File: src/rtl/core/tmcw_pkg.sv
// tmcw_pkg: shared types and constants of the text-mode console writer
// depends on nothing; used by the front, queue, back, top level and bench
package tmcw_pkg;

  // command codes on the input channel
  typedef enum logic [1:0] {
    CMD_PUT   = 2'd0,
    CMD_READ  = 2'd1,
    CMD_CLEAR = 2'd2,
    CMD_SET   = 2'd3
  } cmd_t;

  // classified operation handed from front to back
  typedef enum logic [2:0] {
    OP_PUT,
    OP_NEWLINE,
    OP_READ,
    OP_CLEAR,
    OP_SET
  } op_t;

  // back-end sequencer states
  typedef enum logic [2:0] {
    ST_INIT,
    ST_IDLE,
    ST_READ,
    ST_CLEAR,
    ST_SCROLL,
    ST_DRAIN
  } state_t;

  localparam logic [7:0]  LINE_FEED    = 8'd10;
  localparam logic [7:0]  SPACE_CHAR   = 8'h20;
  localparam logic [7:0]  RESET_ATTR   = 8'h07;
  localparam logic [15:0] RESET_CELL   = 16'h0720;
  localparam logic [15:0] BLANK_BOTTOM = 16'h0700;

  // entries of the queue between front and back
  localparam int QUEUE_DEPTH = 4;

endpackage

File: src/rtl/core/tmcw_queue.sv
// tmcw_queue: short fifo between the front and the back of the console writer
// depends on tmcw_pkg for its depth
module tmcw_queue #(
  parameter int WIDTH = 34
) (
  input  logic             clk,
  input  logic             rst,
  input  logic             push_valid,
  output logic             push_ready,
  input  logic [WIDTH-1:0] push_data,
  output logic             pop_valid,
  input  logic             pop_ready,
  output logic [WIDTH-1:0] pop_data
);

  localparam int DEPTH = tmcw_pkg::QUEUE_DEPTH;
  localparam int PTR_W = $clog2(DEPTH);
  localparam int CNT_W = $clog2(DEPTH + 1);

  logic [WIDTH-1:0] entries [DEPTH];
  logic [PTR_W-1:0] wr_ptr;
  logic [PTR_W-1:0] rd_ptr;
  logic [CNT_W-1:0] count;
  logic             do_push;
  logic             do_pop;

  assign push_ready = count != CNT_W'(DEPTH);
  assign pop_valid  = count != '0;
  assign pop_data   = entries[rd_ptr];
  assign do_push    = push_valid && push_ready;
  assign do_pop     = pop_valid && pop_ready;

  // pointers and fill count
  always_ff @(posedge clk) begin
    if (rst) begin
      wr_ptr <= '0;
      rd_ptr <= '0;
      count  <= '0;
    end else begin
      if (do_push) wr_ptr <= (wr_ptr == PTR_W'(DEPTH - 1)) ? '0 : wr_ptr + 1'b1;
      if (do_pop) rd_ptr <= (rd_ptr == PTR_W'(DEPTH - 1)) ? '0 : rd_ptr + 1'b1;
      if (do_push && !do_pop) count <= count + 1'b1;
      else if (do_pop && !do_push) count <= count - 1'b1;
    end
  end

  // storage
  always_ff @(posedge clk) begin
    if (do_push) entries[wr_ptr] <= push_data;
  end

endmodule

File: config.mk
export PLATFORM = sky130hd
export DESIGN_NAME = tmcw_queue
export DESIGN_NICKNAME = d
export VERILOG_FILES = /design/src/rtl/core/tmcw_pkg.sv /design/src/rtl/core/tmcw_queue.sv
export SDC_FILE = /design/constraint.sdc
export NUM_CORES = 1
export LEC_CHECK = 0
export ABC_CLOCK_PERIOD_IN_PS = 2000
export BUFFER_PORTS_ARGS = -buffer_cell sky130_fd_sc_hd__buf_4
export CAP_MARGIN = 30
export CORE_MARGIN = 1
export CORE_UTILIZATION = 51
export DETAILED_ROUTE_END_ITERATION = 8
export PLACE_DENSITY_LB_ADDON = 0.08
export SYNTH_ARGS = -nofsm -noshare
export SYNTH_HDL_FRONTEND = slang
export SYNTH_SLANG_ARGS = --single-unit
File: constraint.sdc
create_clock -name clk -period 2 [get_ports clk]
set_input_delay 0.2 -clock clk [delete_from_list [all_inputs] [get_ports clk]]
set_output_delay 0.2 -clock clk [all_outputs]
set_load 0.02 [all_outputs]
# Word-level counts from Yosys, hierarchy flattened

Memory sizes are Yosys's and may differ from the RTL's. A register that Yosys moved wholly into a read port is not among the register bits.
Index checks and enable logic that the tools add are counted.

$add $sub $neg: 4
Equal/unequal tests: 3
Muxes and demuxes: 8
Reductions and logical operators: 8

Operators with widths:

| kind                                             | count |
|---|---|
| 2-to-1 mux 2 bit                                 | 4 |
| 2-to-1 mux 3 bit                                 | 2 |
| adder 2 x 1 -> 2 bit, second input constant      | 2 |
| equality test 2 bit, second input constant       | 2 |
| logical AND 1 bit                                | 4 |
| adder 3 x 1 -> 3 bit, second input constant      | 1 |
| != test 3 bit, second input constant             | 1 |
| nonzero test 3 bit                               | 1 |
| subtractor 3 x 1 -> 3 bit, second input constant | 1 |
| logical NOT 1 bit                                | 2 |
| 2-to-1 mux 1 bit                                 | 2 |
| nonzero test 2 bit                               | 1 |

Bits in registers: 7
RAM bits: 136
Bits of input ports: 38
Output and inout port bits: 36
Memories kept: 1

Memory list:

| memory  | words | width | read ports | clocked after Yosys merged registers in | wr ports | line             | text |
|---|---|---|---|---|---|---|---|
| entries | 4     | 34    | 1          | 1                                       | 1        | tmcw_queue.sv:20 | `logic [WIDTH-1:0] entries [DEPTH];` |

# Longest topological paths before layout

Depth after elaboration: 6
Depth in mapped cells: 9

# Worst setup path before layout

OpenSTA, ideal clock, no wires.

Path kind: reg2reg
Start point: register count[0]
End point: register count[2]
Arrival time: 2170 ps
Data required time: 1930 ps
Setup slack: -240 ps
Stages on the path, launching flop included: 10
Path buffers: 1
Period minus slack after synthesis: 2240 ps
Path through: dfxtp_1 > or3b_1 > clkbuf_2 > and2_4 > ha_1 > inv_1 > fa_1 > xor2_1 > or3_2 > a21oi_1

Longest elaborated chain between the ends: 5
Elaborated cells on any way between the ends: 13
Those cells by class: add/sub (2); eq/ne (1); mux (2); reduce/logical (8)

Ends and longest elaborated chain:

| item                         | line             | text |
|---|---|---|
| from (decl)                  | tmcw_queue.sv:23 | `logic [CNT_W-1:0] count;` |
| from (signal assigned)       | tmcw_queue.sv:42 | `if (do_push && !do_pop) count <= count + 1'b1;` |
| from (signal assigned)       | tmcw_queue.sv:43 | `else if (do_pop && !do_push) count <= count - 1'b1;` |
| != test 3 bit (*)            | tmcw_queue.sv:27 | `assign push_ready = count != CNT_W'(DEPTH);` |
| named net push_ready         | tmcw_queue.sv:9  | `output logic push_ready,` |
| logical AND 1 bit (*)        | tmcw_queue.sv:30 | `assign do_push = push_valid && push_ready;` |
| named net do_push            | tmcw_queue.sv:24 | `logic do_push;` |
| logical NOT 1 bit            | tmcw_queue.sv:43 |  |
| logical AND 1 bit            | tmcw_queue.sv:43 |  |
| nonzero test 2 bit (no line) | --               |  |

Mark *: on every way through the listed nets, which the timed path passes. The rest lies on a longest branch. The select of a mux whose other input is x is not followed.
A chain may end at the register's enable or synchronous reset.

==> flow_metrics.py <==
metrics = {
    "cts": {
        "clkTransAtPathRegs_ps": 60,
        "cts_made_buffers": 17,
        "htreeDepth": 4,
        "cts_tree": "done",
        "cts_buffer_depth": 2,
        "cts-root-buf": "clkbuf_8",
        "clock_sinks": 145,
        "clk-insertion-delay-late_ps": 510,
    },
    "finish": {
        "syn2layout_area_growth_pct": 35.9,
        "final_layout_size_suffix_gt1_share_pct": 45.8,
        "fin_cells": 507,
        "antenna_cells": 0,
        "nets": 403,
    },
    "worst_setup_path": {
        "critPathKind": "flip-flop to output pin",
        "critPathArrivalTime_ps": 1790,
        "crit_chain": "buf_12, mux4_2, buf_6",
        "endpoint_kind": "output pin",
        "startpoint_type": "flip-flop",
        "worstPathRequired_ps": 1800,
        "critPathMaxFanout": 14,
        "critPathTopFamily": "multiplexers",
        "critPathSlowestCell": "mux4_2",
        "slowest_delay_ps": 540,
        "crit_buf_inv": 2,
        "rr_startpoint": "count[2]",
    },
    "grt": {
        "met1_usage_pct": 23.0,
        "grt_max_degree": 35,
        "grt_util_met3_pct": 5.61,
        "grt_antenna_before_repair": 0,
        "top_usage_layer": "met2",
        "grt_pass1_wl_mm": 14.4,
        "grtUsageTotal_pct": 17.8,
        "grt.met2_usage_pct": 29.0,
        "grt.overflow.total": 0,
        "grt_pass1_vias": 2804,
    },
    "flow_run": {
        "maxCapViolCount": 0,
    },
    "sta": {
        "hold_viol": 0,
        "rsz0062_at_grt": "yes",
        "finalSetupViolCount": 0,
        "slew_headroom_pct": 78.7,
        "finalSetupTns_ps": 0,
        "finalWorstSetupSlack_ps": 5.70,
        "fmax_ghz": 0.501,
        "drv_slew": 0,
        "finClkSkew_ps": 9.21,
        "period_share_pct": 99.7,
        "tightest_slew_ps": 320,
        "fin_crit_ps": 1990,
    },
    "floorplanning": {
        "start_util_pct": 52.3,
        "ios": 74,
        "dieHeight_um": 105,
        "row_count": 37,
        "die_w_um": 105,
        "die_area_mm2": 0.0110,
        "fp.coreArea_mm2": 0.0103,
    },
    "drt": {
        "vias": 2637,
        "avgViaCountPerCell": 5.20,
        "routedWlPerCell_um": 17.9,
        "wirelength_mm": 9.08,
        "drtIter0Drc": 113,
        "antenna_left": 0,
        "dr.pass1.iters": 4,
        "drc": 0,
    },
    "logic_synthesis": {
        "yosysWarnings": 0,
        "synth.distinct_cells": 27,
        "synth_cells": 226,
        "ys_ff_latch": 145,
        "syn_nets": 271,
        "postSynthAreaPerCell_um2": 23.8,
        "yosysSeqAreaShare_pct": 79.3,
        "syn_area_mm2": 0.00538,
    },
    "placement": {
        "dp_hpwl_mm": 5.18,
        "portBuffers": 73,
        "dpl.cell_count": 437,
        "dp_slack_ps": -12.8,
        "gp_congestion": 0.660,
    },
    "power_and_ir_drop": {
        "vdd_drop_max_v": 0.000608,
        "power.density_mw_per_mm2": 1270,
        "power_leakage_nw": 2.54,
    },
    "status": {
        "status": "completed",
    },
    "worst_hold_path": {
        "min_from": "pop_ready",
        "hold_class": "input port to flip-flop",
    },
}
-- flip-flops by register name, summed over array words and instances, names as in the netlist, named ones only --
signal and flops:
entries 136, count 3, rd_ptr 2, wr_ptr 2
-- report_power, final --
group	switching, W	internal, W
Combinational	0.00119	0.00135
Clock	0.00121	0.00165
Sequential	0.000139	0.00371
Total	0.00254	0.00671
-- tightest hold or removal path, cell delays in order --
cell and delay [ps]:
buf_4 90, o31ai_4 70, buf_4 140, nand2_1 60, a21oi_1 70
-- path summary, 6_finish.rpt --
kind | to | slack (ps) | depth (start not counted)
setup / recovery | pop_data[9] | 6 | 3
hold / removal | flip-flop | 170 | 5
setup reg to reg | count[2] | 80 | 8
hold reg to reg | flip-flop | 500 | 2
-- cells by family (layout without fill, tap and decap cells) --
| kind of cell | after synthesis | count (layout) | synth area share, % |
|---|---|---|---|
| AOI/OAI and AO/OA | 5 | 5 | 0.651 |
| xor gates and xnor gates | 2 | 2 | 0.326 |
| DFF | 145 | 145 | 79.3 |
| buffers and inverters | 13 | 158 | 1.19 |
| and+or+nand+nor | 17 | 17 | 1.98 |
| adders and majority gates | 7 | 7 | 1.77 |
| muxes | 37 | 37 | 14.8 |
-- Yosys cell counts (all sizes together) --
cell | count | share of area [%]
xor2 | 2 | 0.33
a21oi | 2 | 0.19
o21ai | 1 | 0.093
edfxtp | 136 | 76
clkbuf | 3 | 0.26
nor3 | 1 | 0.093
buf | 7 | 0.72
o31ai | 2 | 0.37
ha | 6 | 1.4
or3 | 3 | 0.40
nand2b | 2 | 0.23
and3 | 4 | 0.56
dfxtp | 9 | 3.4
mux4 | 34 | 14
or3b | 1 | 0.16
inv | 3 | 0.21
and2 | 1 | 0.16
nand3 | 1 | 0.093
mux2i | 3 | 0.56
nor2 | 3 | 0.21
fa | 1 | 0.37
nand2 | 1 | 0.070
-- cells in the final DEF (no fill, tap or decap), types with 2 or more instances in the layout --
master         count
edfxtp_1         136
buf_4             48
dlygate4sd3_1     36
mux4_2            34
buf_6             34
clkbuf_16         17
clkinvlp_4         6
ha_1               5
and3_2             4
dfxtp_4            4
inv_6              4
buf_12             4
dfxtp_1            4
nor2_1             3
mux2i_1            3
inv_1              2
xor2_1             2
nand2b_1           2
clkinv_4           2
clkinv_1           2
-- metal layers --
metal / part of all wire, % / routed length, µm
met1: 44 / 3990
met3: 3.4 / 312
met4: 0.92 / 84
met5: 0 / 0
met2: 52 / 4690
-- stage by stage --
stage          utilization [%]  hold WS (ps)  power, W  instance area, µm²
2_1_floorplan                -           299   0.00526                5420
3_3_place_gp              60.4           401   0.00607                6200
3_5_place_dp              60.4           405   0.00609                6200
4_1_cts                   70.1           150   0.00918                7210
5_1_grt                   71.1           185   0.00966                7310
6_report                  71.1           168   0.00925                7310
-- area by class of cell --
| cell class | count | area, µm² |
|---|---|---|
| Multi-Input combinational cell | 68 | 1090 |
| Sequential cell | 145 | 4280 |
| Clock buffer | 17 | 414 |
| Clock inverter | 15 | 135 |
| Timing Repair Buffer | 123 | 1210 |
| Tap cell | 136 | 170 |
| Inverter | 3 | 11.3 |
| Fill cell | 640 | 2970 |
-- repair_timing --
item	in CTS	in global routing
endpoints found under the hold margin	144	0
resized for setup	24	19
pin swaps	0	1
gates cloned	0	1
hold buffers	36	0
endpoints found under the setup margin	33	35
setup buffers	0	1
(Power assumes the default switching activity.)
