==> src/rtl/core/tmcw_pkg.sv <==
// tmcw_pkg: shared types and constants of the text-mode console writer
// depends on nothing; used by the front, queue, back, top level and bench
package tmcw_pkg;

  // command codes on the input channel
  typedef enum logic [1:0] {
    CMD_PUT   = 2'd0,
    CMD_READ  = 2'd1,
    CMD_CLEAR = 2'd2,
    CMD_SET   = 2'd3
  } cmd_t;

  // classified operation handed from front to back
  typedef enum logic [2:0] {
    OP_PUT,
    OP_NEWLINE,
    OP_READ,
    OP_CLEAR,
    OP_SET
  } op_t;

  // back-end sequencer states
  typedef enum logic [2:0] {
    ST_INIT,
    ST_IDLE,
    ST_READ,
    ST_CLEAR,
    ST_SCROLL,
    ST_DRAIN
  } state_t;

  localparam logic [7:0]  LINE_FEED    = 8'd10;
  localparam logic [7:0]  SPACE_CHAR   = 8'h20;
  localparam logic [7:0]  RESET_ATTR   = 8'h07;
  localparam logic [15:0] RESET_CELL   = 16'h0720;
  localparam logic [15:0] BLANK_BOTTOM = 16'h0700;

  // entries of the queue between front and back
  localparam int QUEUE_DEPTH = 4;

endpackage

==> src/rtl/core/tmcw_if.sv <==
// tmcw_cmd_if / tmcw_rsp_if: valid/ready channels of the console writer
// depends on nothing
interface tmcw_cmd_if;
  logic       valid;
  logic       ready;
  logic [1:0] command;
  logic [7:0] char_code;
  logic [6:0] column;
  logic [4:0] row;

  modport source(output valid, command, char_code, column, row, input ready);
  modport sink(input valid, command, char_code, column, row, output ready);
endinterface


==> src/rtl/core/tmcw_front.sv <==
// tmcw_front: accepts command items, saturates positions and classifies them
// depends on tmcw_pkg and tmcw_cmd_if; feeds tmcw_queue
module tmcw_front #(
  parameter int COLUMNS = 80,
  parameter int ROWS    = 25,
  parameter int COL_W   = 7,
  parameter int ROW_W   = 5,
  parameter int ADDR_W  = 11,
  parameter int ITEM_W  = 34
) (
  tmcw_cmd_if.sink          cmd,
  input  logic              init_busy,
  output logic              push_valid,
  input  logic              push_ready,
  output logic [ITEM_W-1:0] push_data
);

  typedef struct packed {
    tmcw_pkg::op_t     op;
    logic [7:0]        ch;
    logic [COL_W-1:0]  col;
    logic [ROW_W-1:0]  row;
    logic [ADDR_W-1:0] addr;
  } item_t;

  item_t            item;
  logic [COL_W-1:0] col_sat;
  logic [ROW_W-1:0] row_sat;

  // no items while the screen is being cleared after reset
  assign cmd.ready  = push_ready && !init_busy;
  assign push_valid = cmd.valid && !init_busy;

  // saturate requested position to the screen
  always_comb begin
    if (32'(cmd.column) > COLUMNS - 1) col_sat = COL_W'(COLUMNS - 1);
    else col_sat = COL_W'(cmd.column);
    if (32'(cmd.row) > ROWS - 1) row_sat = ROW_W'(ROWS - 1);
    else row_sat = ROW_W'(cmd.row);
  end

  // classify the command
  always_comb begin
    item.ch   = cmd.char_code;
    item.col  = col_sat;
    item.row  = row_sat;
    item.addr = ADDR_W'(row_sat) * ADDR_W'(COLUMNS) + ADDR_W'(col_sat);
    case (tmcw_pkg::cmd_t'(cmd.command))
      tmcw_pkg::CMD_PUT: begin
        if (cmd.char_code == tmcw_pkg::LINE_FEED) item.op = tmcw_pkg::OP_NEWLINE;
        else item.op = tmcw_pkg::OP_PUT;
      end
      tmcw_pkg::CMD_READ:  item.op = tmcw_pkg::OP_READ;
      tmcw_pkg::CMD_CLEAR: item.op = tmcw_pkg::OP_CLEAR;
      default:             item.op = tmcw_pkg::OP_SET;
    endcase
  end

  assign push_data = ITEM_W'(item);

endmodule

==> src/flat_wrapper.sv <==
// flat-port wrapper written by rule: the top's interface ports become plain ports
module tmcw_front_flat 
#(
  parameter int COLUMNS = 80,
  parameter int ROWS    = 25,
  parameter int COL_W   = 7,
  parameter int ROW_W   = 5,
  parameter int ADDR_W  = 11,
  parameter int ITEM_W  = 34
)
  (init_busy, push_valid, push_ready, push_data, cmd_valid, cmd_command, cmd_char_code, cmd_column, cmd_row, cmd_ready);
  tmcw_cmd_if cmd_i ();
  input  logic init_busy;
  output logic push_valid;
  input  logic push_ready;
  output logic [ITEM_W-1:0] push_data;
  input wire logic [$bits(cmd_i.valid)-1:0] cmd_valid;
  input wire logic [$bits(cmd_i.command)-1:0] cmd_command;
  input wire logic [$bits(cmd_i.char_code)-1:0] cmd_char_code;
  input wire logic [$bits(cmd_i.column)-1:0] cmd_column;
  input wire logic [$bits(cmd_i.row)-1:0] cmd_row;
  output wire logic [$bits(cmd_i.ready)-1:0] cmd_ready;
  assign cmd_i.valid = cmd_valid;
  assign cmd_i.command = cmd_command;
  assign cmd_i.char_code = cmd_char_code;
  assign cmd_i.column = cmd_column;
  assign cmd_i.row = cmd_row;
  assign cmd_ready = cmd_i.ready;
  tmcw_front #(.COLUMNS(COLUMNS), .ROWS(ROWS), .COL_W(COL_W), .ROW_W(ROW_W), .ADDR_W(ADDR_W), .ITEM_W(ITEM_W)) u_core (.cmd(cmd_i), .init_busy(init_busy), .push_valid(push_valid), .push_ready(push_ready), .push_data(push_data));
endmodule
==> config.mk <==
export PLATFORM = sky130hd
export DESIGN_NAME = tmcw_front_flat
export DESIGN_NICKNAME = d
export VERILOG_FILES = /design/src/rtl/core/tmcw_pkg.sv /design/src/rtl/core/tmcw_if.sv /design/src/rtl/core/tmcw_front.sv /design/src/flat_wrapper.sv
export SDC_FILE = /design/constraint.sdc
export NUM_CORES = 1
export LEC_CHECK = 0
export BUFFER_PORTS_ARGS = -buffer_cell sky130_fd_sc_hd__buf_2
export CAP_MARGIN = 20
export CORE_MARGIN = 1.5
export CORE_UTILIZATION = 38
export DETAILED_ROUTE_END_ITERATION = 7
export PLACE_DENSITY = 0.86
export SYNTH_ARGS = -nofsm -noshare
export SYNTH_HDL_FRONTEND = slang
export SYNTH_SLANG_ARGS = --single-unit
==> constraint.sdc <==
create_clock -name vclk -period 5.45
set_input_delay 0.2725 -clock vclk [all_inputs]
set_output_delay 0.2725 -clock vclk [all_outputs]
set_load 0.01 [all_outputs]
==> Word-level counts from Yosys, hierarchy flattened <==
Index checks and enable logic that the tools add are counted.
{ "totals": {"regBits": 0, "elab_cells": 15, "output_inout_bits": 36, "input_bits": 25} }
{ "classes": {"eq_ne": 3, "mux": 4, "addsub": 1, "order_cmp": 2, "n_mul": 1, "reduce_logical": 4} }
{ "op_table": {"columns": ["operator", "n"], "rows": [
  ["$add A11 B7 Y11", 1],
  ["$pmux W3 S3", 1],
  ["$eq A8 B4 Y1 const B", 1],
  ["$gt A7 B7 Y1 const B", 1],
  ["$mul A5 B3 Y7 const B", 1],
  ["$mux W7", 1],
  ["$gt A5 B5 Y1 const B", 1],
  ["$mux W5", 1],
  ["$eq A2 B1 Y1 const B", 1],
  ["$eq A2 B2 Y1 const B", 1],
  ["$logic_and A1 B1 Y1", 2],
  ["$logic_not A2 Y1", 1],
  ["$logic_not A1 Y1", 1],
  ["$mux W1", 1]
]} }

==> Depth between registers and ports, before layout <==
{ "depth": {"word_depth": 4, "mapped_depth": 10, "depth_no_buf": 10} }

==> Least setup slack after synthesis <==
Ideal clock, no wire load.
{ "synth_timing": {"path_type": "input-to-output", "from": "in cmd_row[3]", "to": "out push_data[10]", "path_stages": 9, "t_required_ns": 5.178, "path_buffers": 0, "arrival_time_ns": 2.252, "path_slack_ns": 2.925, "cell_sequence": "nand2_1 and2_1 ha_1 ha_1 inv_1 fa_1 nor4b_2 xor2_1 xnor2_1"} }
{ "synth_between": {"elab_chain_len": 4} }
{ "synth_lines": {"columns": ["item", "line_no", "source"], "rows": [
  ["start: declaration", "flat_wrapper.sv:21", "input wire logic [$bits(cmd_i.row)-1:0] cmd_row;"],
  ["$gt A5 B5 Y1", "tmcw_front.sv:38", "if (32'(cmd.row) > ROWS - 1) row_sat = ROW_W'(ROWS - 1);"],
  ["$mux W5", "tmcw_front.sv:38", null],
  ["via push_data[12]", "flat_wrapper.sv:16", "output logic [ITEM_W-1:0] push_data;"],
  ["$mul A5 B3 Y7", "tmcw_front.sv:47", "item.addr = ADDR_W'(row_sat) * ADDR_W'(COLUMNS) + ADDR_W'(col_sat);"],
  ["$add A11 B7 Y11", "tmcw_front.sv:47", null],
  ["end: declaration", "flat_wrapper.sv:16", null]
]} }
The timed path passes the listed nets, and every way through them passes these cells.

==> Final worst setup path <==
{ "layout_timing": {"from": "in cmd_row[4]", "to": "out push_data[10]"} }
{ "layout_between": {"elab_chain_len": 4} }
{ "layout_lines": {"columns": ["item", "line_no"], "rows": [
  ["$gt A5 B5 Y1", "tmcw_front.sv:38"],
  ["$mux W5 *", "tmcw_front.sv:38"],
  ["$mul A5 B3 Y7 *", "tmcw_front.sv:47"],
  ["$add A11 B7 Y11 *", "tmcw_front.sv:47"]
]} }
Every way passes the cells marked *; elsewhere a longest branch is shown, timed or not.

==> qor.json <==
{
  "synthesis": {
    "yosysSeqAreaShare_pct": 0,
    "synth_simple_gate_area_share_pct": 24.4,
    "synth.area.mux_share_pct": 0,
    "synthesis.area_sq_um": 528,
    "synth_top_family_by_area": "adder cells",
    "post_synth_main_area_contributors": "sky130_fd_sc_hd__ha_1 26%, sky130_fd_sc_hd__buf_4 17%, sky130_fd_sc_hd__fa_1 7.6%, sky130_fd_sc_hd__xnor2_1 6.6%, sky130_fd_sc_hd__xor2_1 5.0%",
    "synthXorXnorAreaFrac_pct": 11.6,
    "yosysTopAreaCell": "sky130_fd_sc_hd__ha_1",
    "synthDominantCellAreaShare_pct": 26.1,
    "compound_cell_area_share_of_the_yosys_netlist_pct": 7.58,
    "synth-adder-area-share_pct": 33.6,
    "yosysWarnings": 0,
    "mappedNetlistNets": 103,
    "synthDistinctLibCells": 19,
    "synthesis.instances": 65,
    "syn_area_per_cell_sq_um": 8.12
  },
  "clock_network": {
    "cts_setup_buffers": 0,
    "cts.hold.buffers_added": 0,
    "post_cts_gate_resize_count": 0
  },
  "finish": {
    "numnets_final": 151,
    "layout.cells.most_common_list": "61 x sky130_fd_sc_hd__buf_2, 11 x sky130_fd_sc_hd__ha_1, 5 x sky130_fd_sc_hd__inv_1",
    "layout_overhead_on_the_synthesized_area_pct": 42.2,
    "sequential_cell_total": 0,
    "fill_cells": 136,
    "multi_input_combinational_cell_area_sq_um": 408,
    "mostFrequentLayoutCell": "sky130_fd_sc_hd__buf_2",
    "layout.clock_buffers": 0,
    "post_route_cells_drive_above_1_share_pct": 55.9,
    "fin_util_pct": 57.7,
    "layout.area.seq_sq_um": 0,
    "antenna_cells_inserted": 0
  },
  "placed_design": {
    "dpl_worst_slack_ns": 2.60,
    "buffer_ports.inserted": 61,
    "finalWeightedCongestion": 0.719,
    "post-dp-hpwl_mm": 1.13
  },
  "global_routing": {
    "grtUsageTotal_pct": 13.1,
    "globalRoute.totalOverflow": 0,
    "grt_start_max_net_pins": 6,
    "grt_pass1_vias": 394,
    "grt_antenna_before_repair": 0,
    "grt_pass1_wl_mm": 1.51
  },
  "sta": {
    "least_margin_pin_slew_ns": 0.438,
    "fin_tns_setup_ns": 0,
    "setup_viol_count_final": 0,
    "rsz0062_at_grt": "false",
    "setup_ws_ns": 2.63,
    "period_share_pct": 51.8,
    "final_report_max_slew_violation_count": 0,
    "timing.fmax_mhz": 354,
    "timing.final.crit_period_ns": 2.82,
    "final-hold-violation-count": 0,
    "slew_headroom_pct": 70.5
  },
  "power": {
    "power-per-cell-area_nw_per_um2": 115,
    "p_leak_nw": 0.454,
    "power.ir.vdd_worst_v": 0.0000931
  },
  "worst_setup_path": {
    "timing.critical_path.arrival_ns": 2.55,
    "worstPathRequired_ns": 5.18,
    "crit_path_from": "cmd_row[4]",
    "endpoint_kind": "primary output",
    "start_kind": "input port",
    "critical_path.max_fanout": 4,
    "worst_setup_path_endpoint": "push_data[10]",
    "critical_path_class": "in -> out"
  },
  "drt": {
    "post_drt_via_cell_ratio": 4.55,
    "drt_iter0_drc": 1,
    "route.detailed.drc": 0,
    "drt_wl_total_mm": 1.21,
    "post_drt_wl_per_cell_um": 9.62,
    "drtAntennaViolNets": 0,
    "firstDrtPassIters": 2,
    "via_count": 573
  },
  "hold_path": {
    "hp-class": "in -> out"
  },
  "floorplan": {
    "initial_core_util_pct": 40.6,
    "dieWidth_um": 40.3,
    "rows": 13,
    "design.core.area_sq_um": 1300,
    "dieArea_sq_um": 1620,
    "boundary_pin_count": 61,
    "die_h_um": 40.3
  },
  "run": {
    "max_capacitance_violation_count": 0
  },
  "run_status": {
    "status": "finished clean"
  }
}
[Yosys cell counts (all sizes together)]
cell	n
and2b	1
nor2b	4
nand2b	4
buf	12
and2	3
o21ai	2
inv	5
nand2	1
clkbuf	3
xnor2	4
a21oi	3
xor2	3
ha	11
nand4b	1
a21o	2
nor3b	1
nor4b	3
fa	2
[area by class of cell]
cell class | count | area share (%)
inverters | 5 | 2.50
well taps | 15 | 2.50
multi-input cells | 45 | 54.3
repair buffers | 61 | 40.7
[metrics by stage]
| stage | power [mW] | std cells | hold WS, ns | cell area, sq um |
|---|---|---|---|---|
| global placement | 0.0856 | 126 | 0.738 | 751 |
| finish | 0.0864 | 126 | 0.738 | 751 |
| floorplan | 0.0584 | 65 | 0.591 | 528 |
| CTS | 0.0877 | 126 | 0.739 | 751 |
| detailed placement | 0.0871 | 126 | 0.739 | 751 |
| global route | 0.0968 | 126 | 0.755 | 751 |
[worst max-delay path, cell delays in order]
cell	delay, ns
sky130_fd_sc_hd__buf_2	0.12
sky130_fd_sc_hd__nand2_1	0.07
sky130_fd_sc_hd__and2_1	0.21
sky130_fd_sc_hd__ha_1	0.31
sky130_fd_sc_hd__ha_1	0.21
sky130_fd_sc_hd__inv_1	0.08
sky130_fd_sc_hd__fa_1	0.47
sky130_fd_sc_hd__nor4b_2	0.34
sky130_fd_sc_hd__xor2_1	0.20
sky130_fd_sc_hd__xnor2_1	0.13
sky130_fd_sc_hd__buf_2	0.14
[how the worst min path moves through the flow]
stage,slack (ns),startpoint,end,cells past startpoint
floorplan,0.59,init_busy,cmd_ready,1
global placement,0.74,cmd_char_code[1],push_data[24],2
detailed placement,0.74,cmd_char_code[1],push_data[24],2
CTS,0.74,cmd_char_code[1],push_data[24],2
global route,0.75,cmd_char_code[2],push_data[25],2
finish,0.74,cmd_char_code[1],push_data[24],2
[where the power goes]
group          total, mW  internal [mW]  switching, mW
clock                  0              0              0
combinational     0.0864         0.0417         0.0447
sequential             0              0              0
[cell families (layout without fill, tap and decap cells)]
family	count (synthesis)	count (layout)
compound gates	7	7
xor+xnor	7	7
fa+ha+maj	13	13
buf+inv	20	66
simple gates	18	18
[layer usage]
layer / share of wire [%] / global-route usage (%) / vias up
met3: 13 / 1.67 / 0
met4: 0 / 0 / 0
li1: - / - / 296
met2: 52 / 29.4 / 35
met5: 0 / 0 / -
met1: 35 / 12.8 / 242
No activity file was read; power rests on OpenSTA's default activity.
